==> config.mk <==
export PLATFORM = sky130hd
export DESIGN_NAME = impt_ctrl
export DESIGN_NICKNAME = d
export VERILOG_FILES = /design/src/hdl/impt_pkg.sv /design/src/hdl/impt_ctrl.sv
export SDC_FILE = /design/constraint.sdc
export NUM_CORES = 1
export LEC_CHECK = 0
export BUFFER_PORTS_ARGS = -buffer_cell sky130_fd_sc_hd__buf_4
export CORE_ASPECT_RATIO = 1.1
export CORE_MARGIN = 3
export CORE_UTILIZATION = 60
export DETAILED_ROUTE_END_ITERATION = 8
export PLACE_DENSITY = 0.79
export SYNTH_ARGS = -nofsm -noshare
export SYNTH_HDL_FRONTEND = slang
export SYNTH_SLANG_ARGS = --single-unit
==> constraint.sdc <==
create_clock -name clk -period 13.4 [get_ports clk]
set_clock_uncertainty 0.2 [all_clocks]
set_input_delay 0.67 -clock clk [delete_from_list [all_inputs] [get_ports clk]]
set_output_delay 0.67 -clock clk [all_outputs]
set_load 0.005 [all_outputs]
==> src/hdl/impt_pkg.sv <==
// Types and constants of the in-place matrix transpose block.
package impt_pkg;

	localparam int DIM_W     = 13;
	localparam int ELEM_AW   = 12;
	localparam int CFG_IDX_W = 2;

	typedef enum logic [1:0] {
		REQ_WRITE = 2'd0,
		REQ_XPOSE = 2'd1,
		REQ_READ  = 2'd2,
		REQ_NONE  = 2'd3
	} req_t;

	localparam logic [CFG_IDX_W-1:0] CFG_ROWS   = 2'd0;
	localparam logic [CFG_IDX_W-1:0] CFG_COLS   = 2'd1;
	localparam logic [CFG_IDX_W-1:0] CFG_LAYOUT = 2'd2;

	typedef struct packed {
		logic st_rd;
		logic st_wr;
		logic st_wr_ext;
		logic sc_wr;
		logic res_load;
		logic res_status;
		logic res_zero;
	} dp_cmd_t;

endpackage

==> src/hdl/impt_ctrl.sv <==
// Controller: configuration registers, request decode and transpose sequencer.
module impt_ctrl
	import impt_pkg::*;
#(
	parameter int MAX_ELEMS = 4096,
	parameter int AW        = 12
) (
	input  logic                 clk,
	input  logic                 arst_n,
	input  logic                 in_valid,
	output logic                 in_stall,
	input  logic [1:0]           req_type,
	input  logic [ELEM_AW-1:0]   elem_addr,
	input  logic                 cfg_wr_en,
	input  logic [CFG_IDX_W-1:0] cfg_idx,
	input  logic [DIM_W-1:0]     cfg_wdata,
	input  logic                 out_busy,
	output dp_cmd_t              cmd,
	output logic [AW-1:0]        st_rd_addr,
	output logic [AW-1:0]        st_wr_addr,
	output logic [AW-1:0]        sc_rd_addr,
	output logic [AW-1:0]        sc_wr_addr
);

	localparam int CW = AW + 1;
	localparam int XW = (AW > ELEM_AW) ? AW : ELEM_AW;
	localparam int PW = 2 * DIM_W;

	typedef enum logic [2:0] {S_IDLE, S_COPY, S_GAP, S_XPOSE, S_FIN} state_t;

	state_t           state_q;
	logic [DIM_W-1:0] rows_q, cols_q;
	logic             major_q;
	logic [DIM_W-1:0] m_q, n_q, i_q, j_q;
	logic [CW-1:0]    total_q, cnt_q, src_q;
	logic             wpend_s1, wsel_s1;
	logic [AW-1:0]    waddr_s1;

	logic          accept;
	logic [XW-1:0] addr_x;
	logic          addr_ok;
	logic [PW-1:0] prod;
	logic          oversize;
	logic          empty;
	req_t          req;

	assign req      = req_t'(req_type);
	assign in_stall = (state_q != S_IDLE) | out_busy;
	assign accept   = in_valid & ~in_stall;
	assign addr_x   = XW'(elem_addr);
	assign addr_ok  = {1'b0, addr_x} < (XW + 1)'(MAX_ELEMS);
	assign prod     = PW'(rows_q) * PW'(cols_q);
	assign oversize = prod > PW'(MAX_ELEMS);
	assign empty    = prod == '0;

	always_comb begin
		cmd        = '0;
		st_rd_addr = cnt_q[AW-1:0];
		st_wr_addr = waddr_s1;
		sc_rd_addr = src_q[AW-1:0];
		sc_wr_addr = waddr_s1;
		if (wpend_s1) begin
			cmd.sc_wr = ~wsel_s1;
			cmd.st_wr = wsel_s1;
		end
		unique case (state_q)
			S_IDLE: begin
				st_rd_addr = addr_x[AW-1:0];
				st_wr_addr = addr_x[AW-1:0];
				if (accept) begin
					unique case (req)
						REQ_WRITE: begin
							cmd.st_wr     = addr_ok;
							cmd.st_wr_ext = 1'b1;
						end
						REQ_READ: begin
							cmd.st_rd    = 1'b1;
							cmd.res_load = 1'b1;
							cmd.res_zero = ~addr_ok;
						end
						REQ_XPOSE: begin
							cmd.res_load   = oversize | empty;
							cmd.res_status = oversize;
							cmd.res_zero   = 1'b1;
						end
						default: begin
						end
					endcase
				end
			end
			S_COPY:  cmd.st_rd = 1'b1;
			S_GAP:   begin
			end
			S_XPOSE: begin
			end
			S_FIN: begin
				cmd.res_load = 1'b1;
				cmd.res_zero = 1'b1;
			end
			default: begin
			end
		endcase
	end

	always_ff @(posedge clk or negedge arst_n) begin
		if (!arst_n) begin
			rows_q  <= DIM_W'(1);
			cols_q  <= DIM_W'(1);
			major_q <= 1'b1;
		end else if (cfg_wr_en) begin
			unique case (cfg_idx)
				CFG_ROWS:   rows_q  <= cfg_wdata;
				CFG_COLS:   cols_q  <= cfg_wdata;
				CFG_LAYOUT: major_q <= cfg_wdata[0];
				default: begin
				end
			endcase
		end
	end

	always_ff @(posedge clk or negedge arst_n) begin
		if (!arst_n) begin
			state_q  <= S_IDLE;
			wpend_s1 <= 1'b0;
			wsel_s1  <= 1'b0;
			waddr_s1 <= '0;
			m_q      <= '0;
			n_q      <= '0;
			i_q      <= '0;
			j_q      <= '0;
			total_q  <= '0;
			cnt_q    <= '0;
			src_q    <= '0;
		end else begin
			unique case (state_q)
				S_IDLE: begin
					wpend_s1 <= 1'b0;
					if (accept && req == REQ_XPOSE && !oversize && !empty) begin
						m_q     <= major_q ? rows_q : cols_q;
						n_q     <= major_q ? cols_q : rows_q;
						total_q <= CW'(prod);
						cnt_q   <= '0;
						state_q <= S_COPY;
					end
				end
				S_COPY: begin
					wpend_s1 <= 1'b1;
					wsel_s1  <= 1'b0;
					waddr_s1 <= cnt_q[AW-1:0];
					cnt_q    <= cnt_q + CW'(1);
					if (cnt_q == total_q - CW'(1)) begin
						state_q <= S_GAP;
					end
				end
				S_GAP: begin
					wpend_s1 <= 1'b0;
					i_q      <= '0;
					j_q      <= '0;
					src_q    <= '0;
					cnt_q    <= '0;
					state_q  <= S_XPOSE;
				end
				S_XPOSE: begin
					wpend_s1 <= 1'b1;
					wsel_s1  <= 1'b1;
					waddr_s1 <= cnt_q[AW-1:0];
					cnt_q    <= cnt_q + CW'(1);
					if (i_q == m_q - DIM_W'(1)) begin
						i_q   <= '0;
						j_q   <= j_q + DIM_W'(1);
						src_q <= CW'(j_q) + CW'(1);
					end else begin
						i_q   <= i_q + DIM_W'(1);
						src_q <= src_q + CW'(n_q);
					end
					if (cnt_q == total_q - CW'(1)) begin
						state_q <= S_FIN;
					end
				end
				S_FIN: begin
					wpend_s1 <= 1'b0;
					state_q  <= S_IDLE;
				end
				default: state_q <= S_IDLE;
			endcase
		end
	end

endmodule

==> results of run 1 <==
-- layer usage --
metal | up-vias | routed length [microns] | global-route usage, %
li1 | 5316 | - | -
met1 | 5571 | 14200 | 37.1
met2 | 458 | 16100 | 46.7
met3 | 70 | 2270 | 3.96
met4 | 0 | 916 | 8.99
met5 | - | 0 | 0
-- kinds of logic after synthesis --
family | Yosys count | share of synthesized area, %
flops | 132 | 23.9
xor+xnor | 50 | 3.17
compound gates | 244 | 11.9
fa+ha+maj | 212 | 25.8
mux | 98 | 7.84
simple gates | 559 | 19.5
buf+inv | 281 | 7.84
-- cells in the mapped netlist, types with 4 or more instances --
library cell / count / area share, %
nand2_1: 266 / 7.2
inv_1: 199 / 5.4
dfrtp_1: 129 / 23
fa_1: 122 / 18
ha_1: 90 / 8.2
mux2_2: 80 / 6.5
and2_1: 77 / 3.5
clkbuf_1: 72 / 2.0
o21ai_0: 67 / 2.4
nor2_1: 46 / 1.3
a21oi_1: 42 / 1.5
nand3_1: 34 / 1.2
nor3_1: 31 / 1.1
xnor2_1: 30 / 1.9
a21o_1: 24 / 1.3
and3_1: 22 / 1.0
xor2_1: 20 / 1.3
mux2i_1: 16 / 1.2
or3_1: 15 / 0.68
a211oi_1: 14 / 0.76
nand2b_1: 13 / 0.59
nor3b_1: 9 / 0.49
nor4_1: 9 / 0.41
o211ai_1: 9 / 0.49
nand4_1: 8 / 0.36
nor2b_1: 8 / 0.36
o221ai_1: 8 / 0.51
o21bai_1: 7 / 0.38
o311ai_0: 6 / 0.38
a22oi_1: 5 / 0.27
buf_1: 5 / 0.14
nand3b_1: 5 / 0.27
o2bb2ai_1: 5 / 0.32
o31a_1: 5 / 0.32
or2_2: 5 / 0.23
a2111oi_0: 4 / 0.25
o21a_1: 4 / 0.22
o22ai_1: 4 / 0.18
o31ai_1: 4 / 0.22
-- worst paths after layout --
path                                                  end                       from  slack [ns]  depth (start not counted)
worst min-delay path               total_q[5]$_DFFE_PN0P_                     arst_n        0.02                          1
worst max register to register        n_q[10]$_DFFE_PN0P_      rows_q[6]$_DFFE_PN0P_        5.83                         19
min in group clk                    rows_q[6]$_DFFE_PN0P_               cfg_wdata[6]        0.28                          2
worst max-delay path                               cmd[2]      rows_q[6]$_DFFE_PN0P_        5.03                         19
worst min register to register  sc_wr_addr[6]$_DFFE_PN0N_  sc_wr_addr[6]$_DFFE_PN0N_        0.30                          2
max in group asynchronous             n_q[10]$_DFFE_PN0P_                     arst_n       11.66                          2
-- critical path: cells and delay by family (launching register included) --
kind,cells,cell delay [ns]
adder cells (fa/ha/maj),6,3.01
AO/OA/AOI/OAI,4,1.24
AND/OR/NAND/NOR,5,1.71
buffers and inverters,4,0.33
flip-flops,1,0.76
-- cell type report --
cell class,count,area [sq um]
clock buffers,18,439
clock inverters,14,166
fillers,1756,7230
inverters,199,747
multi-input cells,1163,9430
flip-flops and latches,132,3310
well taps,295,369
repair buffers,93,702
-- flip-flops by register name, indices dropped and copies added, names as in the netlist, 3 cells and up --
register / cells
cnt_q: 13
cols_q: 13
i_q: 13
m_q: 13
rows_q: 13
total_q: 13
j_q: 12
n_q: 12
sc_wr_addr: 12
src_q: 12
state_q: 3
-- metrics by stage --
step	hold slack (ns)	worst slack, ns
final	0.0213	5.03
after global routing	0.0699	4.79
after CTS	0.0403	5.03
after detailed placement	0.290	5.50
after global placement	0.288	5.57
after floorplan	0.174	6.66
==> summary.md, run 1 <==
| Metric | Value |
|---|---|
| Outcome | `finished, final reports clean` |
| Max cap viols | `0` |
| Total congestion overflow | `0` |
| Post-route cell area | `roughly 15000 sq um` |
| Worst path arrival time | `7.50 ns` |
| Die area | `roughly 25000 sq um` |
| Syn. warnings | `0` |
| Final worst path period need | `approximately 8.4 ns` |
| Post-Syn Area per Cell | `roughly 9 sq um` |
| Worst path cell trace | `nand2_1, fa_1, inv_1, fa_1, inv_1, fa_1, fa_1, fa_1, inv_1, ha_1, a21oi_1, nand2_1, nor3_1, a2111oi_0, or3_1, a2111o_1, nor4_1, a31oi_1, buf_4` |
| Post-CTS Setup Bufs | `0` |
| Post-synthesis sequential area ratio | `about a quarter` |
| First-pass GRT wire length | `approximately 56 mm` |
| Setup TNS | `0 ns` |
| Mapped Area | `approximately 14000 sq um` |
| HPWL Detailed | `24.9 mm` |
| Max Clk Rate | `119 MHz` |
| Sinks on Clock Net | `132` |
| Core Util, Final | `approximately two thirds` |
| Worst EP required | `12.53 ns` |
| WS Path Type | `flop to output pin` |
| Post-cts repair resize count | `0` |
| Post-DP Area | `around 15000 sq um` |
| I/O pins | `90` |
| Max Buffers Root-to-Sink | `2` |
| H-tree lvl count | `4` |
| Top cell by count, worst path | `fa_1` |
| Number of synthesized register bits | `between 100 and 150` |
| Async SR Flop Fraction | `between 90% and 100%` |
| TritonCTS Buffers | `17` |
| Largest net degree at the start of global routing | `74` |
| RSZ-0062 raised after global routing | `false` |
| Vias in the first global route | `between 10000 and 15000` |
| Setup-failing EPs final | `0` |
| HP Class | `input pin to async pin` |
| Final Hold Vio Count | `0` |
| First-pass detailed-route iteration total | `6` |
| Top_reg_cell synth | `dfrtp_1` |
| Skew-Pair Late Insertion Delay | `roughly 0.43 ns` |
| Nature of the critical path startpoint | `flop` |
| Most frequent cells in the layout | `266 x nand2_1, 199 x inv_1, 129 x dfrtp_1` |
| CTS tree | `done` |
| CTS Hold Bufs | `0` |
| Final GP Congestion | `between 0.9 and 1` |
| Crit-path max cell delay | `0.76 ns` |
| Commonest non-fill, non-tap cell in the layout | `nand2_1` |
| # rows | `57` |
| Average vias per placed instance | `roughly 6.0` |
| Wire per inst | `roughly 18 microns` |
| DR iter-0 viols | `around 1100` |
| Vias post-DR | `between 10000 and 15000` |
| Area growth, synth to finish | `9.78%` |
| Global-route usage over all layers | `27.7%` |
| Non-Filler Instances | `around 1900` |
| Die Span Y | `around 170 microns` |
| Post-synth EDFFs | `0` |
| Crit-path slowest cell | `dfrtp_1` |
| Least-Margin Pin Slew | `about 1.1 ns` |
| Core area | `between 20000 and 25000 sq um` |
| Initial Util | `61.7%` |
| Crit-path max FO | `16` |
| Clock Tree Root | `clkbuf_16` |
| Rel. slew slack | `between 20 and 30%` |
| Syn Nets | `between 1500 and 2000` |
| Placed Cells | `1882` |
| Post-synthesis cell count | `around 1600` |
| Post-DRT Antenna Nets | `0` |
| Netlist cell types | `71` |
| Antenna violations before repair | `0` |
| Clock Pin Slew Worst Setup and Hold Paths | `about 0.07 ns` |
| CP endpoint kind | `output pin` |
| Slew Viols, Final | `0` |
| Period Utilization, post-route | `62.5%` |
| Final net count | `1852` |
| Die width | `approximately 150 microns` |
| Post-route DRC | `0` |
| Drt total wl | `33.6 mm` |
| Share of layout cells above drive strength 1 | `a little over an eighth` |
| Buffers added on ports | `89` |
| N_diodes | `0` |
Power of run 1 is not shown: default switching activity piles up to over one toggle a cycle in this logic, so the estimate is an artifact.
==> run 2: changes to the inputs <==
CORE_UTILIZATION = 57   (was 60)
clock period = 7.6 ns   (was 13.4 ns; I/O delays follow)
==> run 2 against run 1 <==
Against the previous run:
- register-to-register slack worse by 5.2 ns
- wire length barely moved
- cell count grew 1.5%
- setup slack got worse by 4.8 ns
- sequential share of layout area is 0.12 points lower
- die area grew 5.1%
- cell area grew 1.5%
- critical path depth down 1
- first-iteration DRC count is 28% lower
- global-route usage shrank 1.5 points
- via count grew 0.88%
- non-clock buffer count up 18
==> summary.md, run 2 (synthesis gave the netlist of run 1 again) <==
| Metric | Value |
|---|---|
| DR iter-0 viols | `827 (-28%)` |
| Clock Tree Root | `clkbuf_16` |
| Skew-Pair Late Insertion Delay | `0.44 ns (about the same)` |
| Vias in the first global route | `11400 (-0.25%)` |
| Post-route DRC | `0 (unchanged)` |
| TritonCTS Buffers | `17 (unchanged)` |
| Core Util, Final | `64.8% (-3.0 points)` |
| Share of layout cells above drive strength 1 | `15.1% (+1.6 points)` |
| Post-CTS Setup Bufs | `0 (unchanged)` |
| Die width | `154 microns (+2.5%)` |
| Die Span Y | `169 microns (+2.5%)` |
| Core area | `23800 sq um (+6.1%)` |
| Worst path cell trace | `and2_1, fa_1, inv_1, fa_1, inv_1, ha_1, ha_1, fa_1, inv_1, fa_1, or4b_1, or4b_1, or4_1, a2111o_1, nor4_1, buf_4, a31oi_1, buf_4` |
| Sinks on Clock Net | `132 (unchanged)` |
| Average vias per placed instance | `5.93 (-0.58%)` |
| Crit-path max FO | `16 (unchanged)` |
| Worst path arrival time | `6.76 ns (-0.74 ns)` |
| First-pass detailed-route iteration total | `5 (-1)` |
| HPWL Detailed | `24.6 mm (-0.97%)` |
| Worst EP required | `7.02 ns (-5.51 ns)` |
| Initial Util | `58.1% (-3.6 points)` |
| HP Class | `input pin to flop` |
| Area of the multi-input gates | `9450 sq um (+0.13%)` |
| RSZ-0062 raised after global routing | `false` |
| I/O pins | `90 (unchanged)` |
| Final net count | `1870 (+0.97%)` |
| Final Hold Vio Count | `0 (unchanged)` |
| Top cell by count, worst path | `fa_1` |
| Crit-path max cell delay | `0.57 ns (-0.19 ns)` |
| Slew Viols, Final | `0 (unchanged)` |
| Outcome | `finished, final reports clean` |
| Buffers added on ports | `89 (unchanged)` |
| WS Path Type | `flop to output pin` |
| # rows | `59 (+3.5%)` |
| Antenna violations before repair | `0 (unchanged)` |
| Fill count | `1963 (+12%)` |
| Vias post-DR | `11500 (+0.88%)` |
| Area growth, synth to finish | `11.5%` |
| Most frequent cells in the layout | `266 x nand2_1, 199 x inv_1, 122 x fa_1` |
| Least-Margin Pin Slew | `1.06 ns (+0.00616 ns)` |
| Rel. slew slack | `29.0% (-0.34 points)` |
| Nature of the critical path startpoint | `flop` |
| Sequential cell area | `3340 sq um (+0.95%)` |
| CTS tree | `done` |
| First-pass GRT wire length | `56.3 mm (+1.1%)` |
| Period Utilization, post-route | `96.6%` |
| Max Buffers Root-to-Sink | `2 (unchanged)` |
| Crit-path leading delay family | `adder cells` |
| N_diodes | `0 (unchanged)` |
| Final worst path period need | `between 7 and 8 ns` |
| Wire per inst | `17.3 microns (-1.5%)` |
| Largest net degree at the start of global routing | `68 (-8.1%)` |
| Global-route usage over all layers | `26.1% (-1.5 points)` |
| Setup-failing EPs final | `0 (unchanged)` |
| Max Clk Rate | `approximately 140 MHz` |
| Post-DRT Antenna Nets | `0 (unchanged)` |
| Max cap viols | `0 (unchanged)` |
| Crit-path slowest cell | `fa_1` |
| Commonest non-fill, non-tap cell in the layout | `nand2_1` |
| Critical path buffer and inverter count | `5 (+1)` |
| H-tree lvl count | `4 (unchanged)` |
| Total congestion overflow | `0 (unchanged)` |
| Final GP Congestion | `0.908 (-2.3%)` |
| CP endpoint kind | `output pin` |
| Clock Pin Slew Worst Setup and Hold Paths | `0.07 ns (about the same)` |
| Die area | `26100 sq um (+5.1%)` |
| Setup TNS | `0 ns (unchanged)` |
| Drt total wl | `33.6 mm (about the same)` |
run 2: cell count changes in the layout (fill, tap and decap cells not counted), sizes merged:
cell,change
buf,+4
clkbuf,-1
dlygate4sd3,+14
clkinv,+1
run 2: timing repair:
action	CTS	global route
setup endpoints to repair	2	2
hold buffers	14	0
pin swaps	0	0
endpoints found under the hold margin	88	0
gates resized for setup	6	23
run 2: worst min-delay path: stages:
cell      delay (ns)
buf_4           0.12
nand3b_1        0.07
mux2_2          0.15
run 2: path summary, 6_finish.rpt:
kind,start,to,slack [ns],cells after the start
setup / recovery,cols_q[2]$_DFFE_PN0P_,cmd[2],0.26,18
hold / removal,cfg_wr_en,major_q$_DFFE_PN1P_,0.11,3
setup reg to reg,cols_q[2]$_DFFE_PN0P_,n_q[8]$_DFFE_PN0P_,0.63,17
hold reg to reg,sc_wr_addr[9]$_DFFE_PN0N_,sc_wr_addr[9]$_DFFE_PN0N_,0.31,2
max in group asynchronous,arst_n,rows_q[5]$_DFFE_PN0P_,5.55,3
min in group asynchronous,arst_n,total_q[11]$_DFFE_PN0P_,0.31,2
run 2: area by class of cell:
type,instances,area share [%]
well taps,305,2.48
multi-input cells,1163,61.4
clock inverters,15,1.11
clock buffers,17,2.76
repair buffers,111,5.75
flip-flops and latches,132,21.7
inverters,199,4.85
run 2: layer usage:
layer / GRT usage [%] / wire length [microns] / vias up
met2: 43.9 / 16300 / 422
met3: 3.90 / 1940 / 83
met5: 0 / 0 / -
met4: 8.95 / 1030 / 0
met1: 34.9 / 14300 / 5667
li1: - / - / 5343
run 2: stage by stage:
step | setup WS (ns) | std cells | area (sq um) | hold slack, ns
2_1_floorplan | 0.860 | 1576 | 13800 | -0.116
3_3_place_gp | 0.485 | 1896 | 14600 | 0.210
3_5_place_dp | 0.307 | 1896 | 14600 | 0.224
4_1_cts | 0.0404 | 1942 | 15400 | 0.0952
5_1_grt | 0.000647 | 1942 | 15400 | 0.112
6_report | 0.257 | 1942 | 15400 | 0.107
Power of run 2 is left out for the same reason.
==> run 3: changes to the inputs <==
CELL_PAD_IN_SITES_DETAIL_PLACEMENT = 0   (was unset)
CELL_PAD_IN_SITES_GLOBAL_PLACEMENT = 1   (was unset)
CORE_UTILIZATION = 44   (was 57)
PLACE_DENSITY = unset   (was 0.79)
PLACE_DENSITY_LB_ADDON = 0.1   (was unset)
==> run 3 against run 2 <==
Against the previous run:
- global-route usage down 4.4 points
- register-to-register slack better by 0.02 ns
- sequential share of layout area fell by 0.30 points
- first-iteration DRC count down 41%
- wire length increased by 6.6%
- hold slack worse by 0.085 ns
- flip-flop and latch count stayed put
- fmax rose by 1.3%
- cell area up 1.4%
- core utilization down 14 points
==> summary.md, run 3 (synthesis gave the netlist of run 1 again) <==
| Metric | Value |
|---|---|
| Initial Util | `45.0% (-13 points)` |
| Max cap viols | `0 (unchanged)` |
| Sinks on Clock Net | `132 (unchanged)` |
| Final worst slack | `0.350 ns (+0.0922 ns)` |
| Max Clk Rate | `138 MHz (+1.3%)` |
| Worst path arrival time | `6.67 ns (-0.09 ns)` |
| Crit-path max FO | `16 (unchanged)` |
| Clock Tree Root | `clkbuf_16` |
| Die width | `175 microns (+13%)` |
| Post-DP Area | `14800 sq um (+1.5%)` |
| Worst R2R Path Depth | `17 (unchanged)` |
| Post-route DRC | `0 (unchanged)` |
| Reg2reg start | `rows_q[3]$_DFFE_PN0P_` |
| Drt total wl | `35.8 mm (+6.6%)` |
| Outcome | `finished, final reports clean` |
| Slew Viols, Final | `0 (unchanged)` |
| R2r endpoint | `n_q[9]$_DFFE_PN0P_` |
| First-pass GRT wire length | `59.0 mm (+4.8%)` |
| Worst EP required | `7.02 ns (about the same)` |
| Commonest non-fill, non-tap cell in the layout | `nand2_1` |
| Min-Delay Path Depth | `2 (-1)` |
| Die area | `33600 sq um (+28%)` |
| Post-route cell area | `15600 sq um (+1.4%)` |
| Area growth, synth to finish | `13.1%` |
| CTS tree | `done` |
| Final net count | `1880 (+0.53%)` |
| Share of layout cells above drive strength 1 | `15.8% (+0.64 points)` |
| Wire per inst | `17.4 microns (+0.44%)` |
| Final Hold Vio Count | `0 (unchanged)` |
| Setup-failing EPs final | `0 (unchanged)` |
| Antenna violations before repair | `0 (unchanged)` |
| DR iter-0 viols | `491 (-41%)` |
| Least-Margin Pin Slew | `1.13 ns (+0.0735 ns)` |
| Vias in the first global route | `10900 (-4.1%)` |
| Reg2reg setup slack | `0.65 ns (+0.02 ns)` |
| Average vias per placed instance | `5.39 (-9.1%)` |
| Largest net degree at the start of global routing | `75 (+10%)` |
| Worst hold start | `cfg_wdata[0]` |
| # rows | `67 (+14%)` |
| TritonCTS Buffers | `17 (unchanged)` |
| Rel. slew slack | `24.1% (-4.9 points)` |
| N_diodes | `0 (unchanged)` |
| First-pass detailed-route iteration total | `5 (unchanged)` |
| Skew-Pair Late Insertion Delay | `0.43 ns (about the same)` |
| Max Buffers Root-to-Sink | `2 (unchanged)` |
| HPWL Detailed | `27.2 mm (+10%)` |
| Total congestion overflow | `0 (unchanged)` |
| Die Span Y | `192 microns (+13%)` |
| Period Utilization, post-route | `95.4% (-1.2 points)` |
| Buffers added on ports | `89 (unchanged)` |
| CP endpoint kind | `output pin` |
| Final GP Congestion | `0.839 (-7.7%)` |
| Nature of the critical path startpoint | `flop` |
| WS Path Type | `flop to output pin` |
| Vias post-DR | `11100 (-3.6%)` |
| HP Class | `input pin to flop` |
| Final worst path period need | `7.25 ns (-0.0922 ns)` |
| Setup WS pre-CTS | `0.336 ns (+0.0292 ns)` |
| Global-route usage over all layers | `21.8% (-4.4 points)` |
| Most frequent cells in the layout | `266 x nand2_1, 199 x inv_1, 122 x fa_1` |
| Core area | `30700 sq um (+29%)` |
| Clock Pin Slew Worst Setup and Hold Paths | `0.06 ns (about the same)` |
| Post-DRT Antenna Nets | `0 (unchanged)` |
| Post-CTS Setup Bufs | `0 (unchanged)` |
| H-tree lvl count | `4 (unchanged)` |
| End of the worst hold path | `major_q$_DFFE_PN1P_` |
| I/O pins | `90 (unchanged)` |
run 3: changes by cell type in the layout (fill, tap and decap cells not counted), moves of 2 or more:
cell,change
buf_4,+12
clkinvlp_4,-2
dfrtp_1,+3
dfrtp_2,-5
dfrtp_4,+2
dlygate4sd3_1,-2
run 3: what timing repair did:
item / 4_1_cts / 5_1_grt
gates resized for setup: 4 / 29
hold endpoints to repair: 79 / 0
hold buffers: 12 / 0
setup endpoints to repair: 1 / 28
run 3: how the worst max path moves through the flow:
stage               cells after the start                   to                   from  slack [ns]
finish                                 18               cmd[2]  rows_q[3]$_DFFE_PN0P_        0.35
global route                           22               cmd[2]  rows_q[5]$_DFFE_PN0P_      -0.004
CTS                                    20               cmd[2]  rows_q[7]$_DFFE_PN0P_       0.005
detailed placement                     19  n_q[10]$_DFFE_PN0P_  rows_q[6]$_DFFE_PN0P_        0.34
global placement                       19   n_q[8]$_DFFE_PN0P_  rows_q[3]$_DFFE_PN0P_        0.40
floorplan                              19  m_q[10]$_DFFE_PN0P_  rows_q[0]$_DFFE_PN1P_        0.86
run 3: final cells by class:
class                   count  area [sq um]
multi-input cells        1163          9460
well taps                 414           518
inverters                 199           747
flip-flops and latches    132          3340
clock buffers              19           443
clock inverters            13           150
repair buffers            121           955
fillers                  2973         15100
run 3: metal layers:
metal	routed length [microns]	global-route usage, %	vias to the layer above
met5	0	0	-
met4	403	3.93	0
met3	1320	3.28	34
met2	16900	35.3	212
met1	17100	31.4	5487
li1	-	-	5373
run 3: per-stage QoR:
stage	hold slack [ns]	setup TNS [ns]	util, %	instances
2_1_floorplan	-0.116	0	-	1576
6_report	0.0218	0	50.9	2061
3_3_place_gp	0.195	0	48.4	2017
4_1_cts	0.00132	0	50.7	2061
5_1_grt	0.00518	-0.00399	50.9	2061
3_5_place_dp	0.190	0	48.4	2017
run 3: critical path: stages, from the launching register on:
cell      delay (ns)
dfrtp_4         0.59
and2_1          0.20
fa_1            0.49
inv_1           0.05
fa_1            0.47
inv_1           0.04
ha_1            0.27
ha_1            0.29
fa_1            0.53
inv_1           0.07
fa_1            0.55
or4b_1          0.45
or4b_1          0.52
or4_1           0.55
a2111o_1        0.49
nor4_2          0.23
buf_4           0.17
a31oi_1         0.10
buf_4           0.17
Power of run 3 is left out for the same reason.
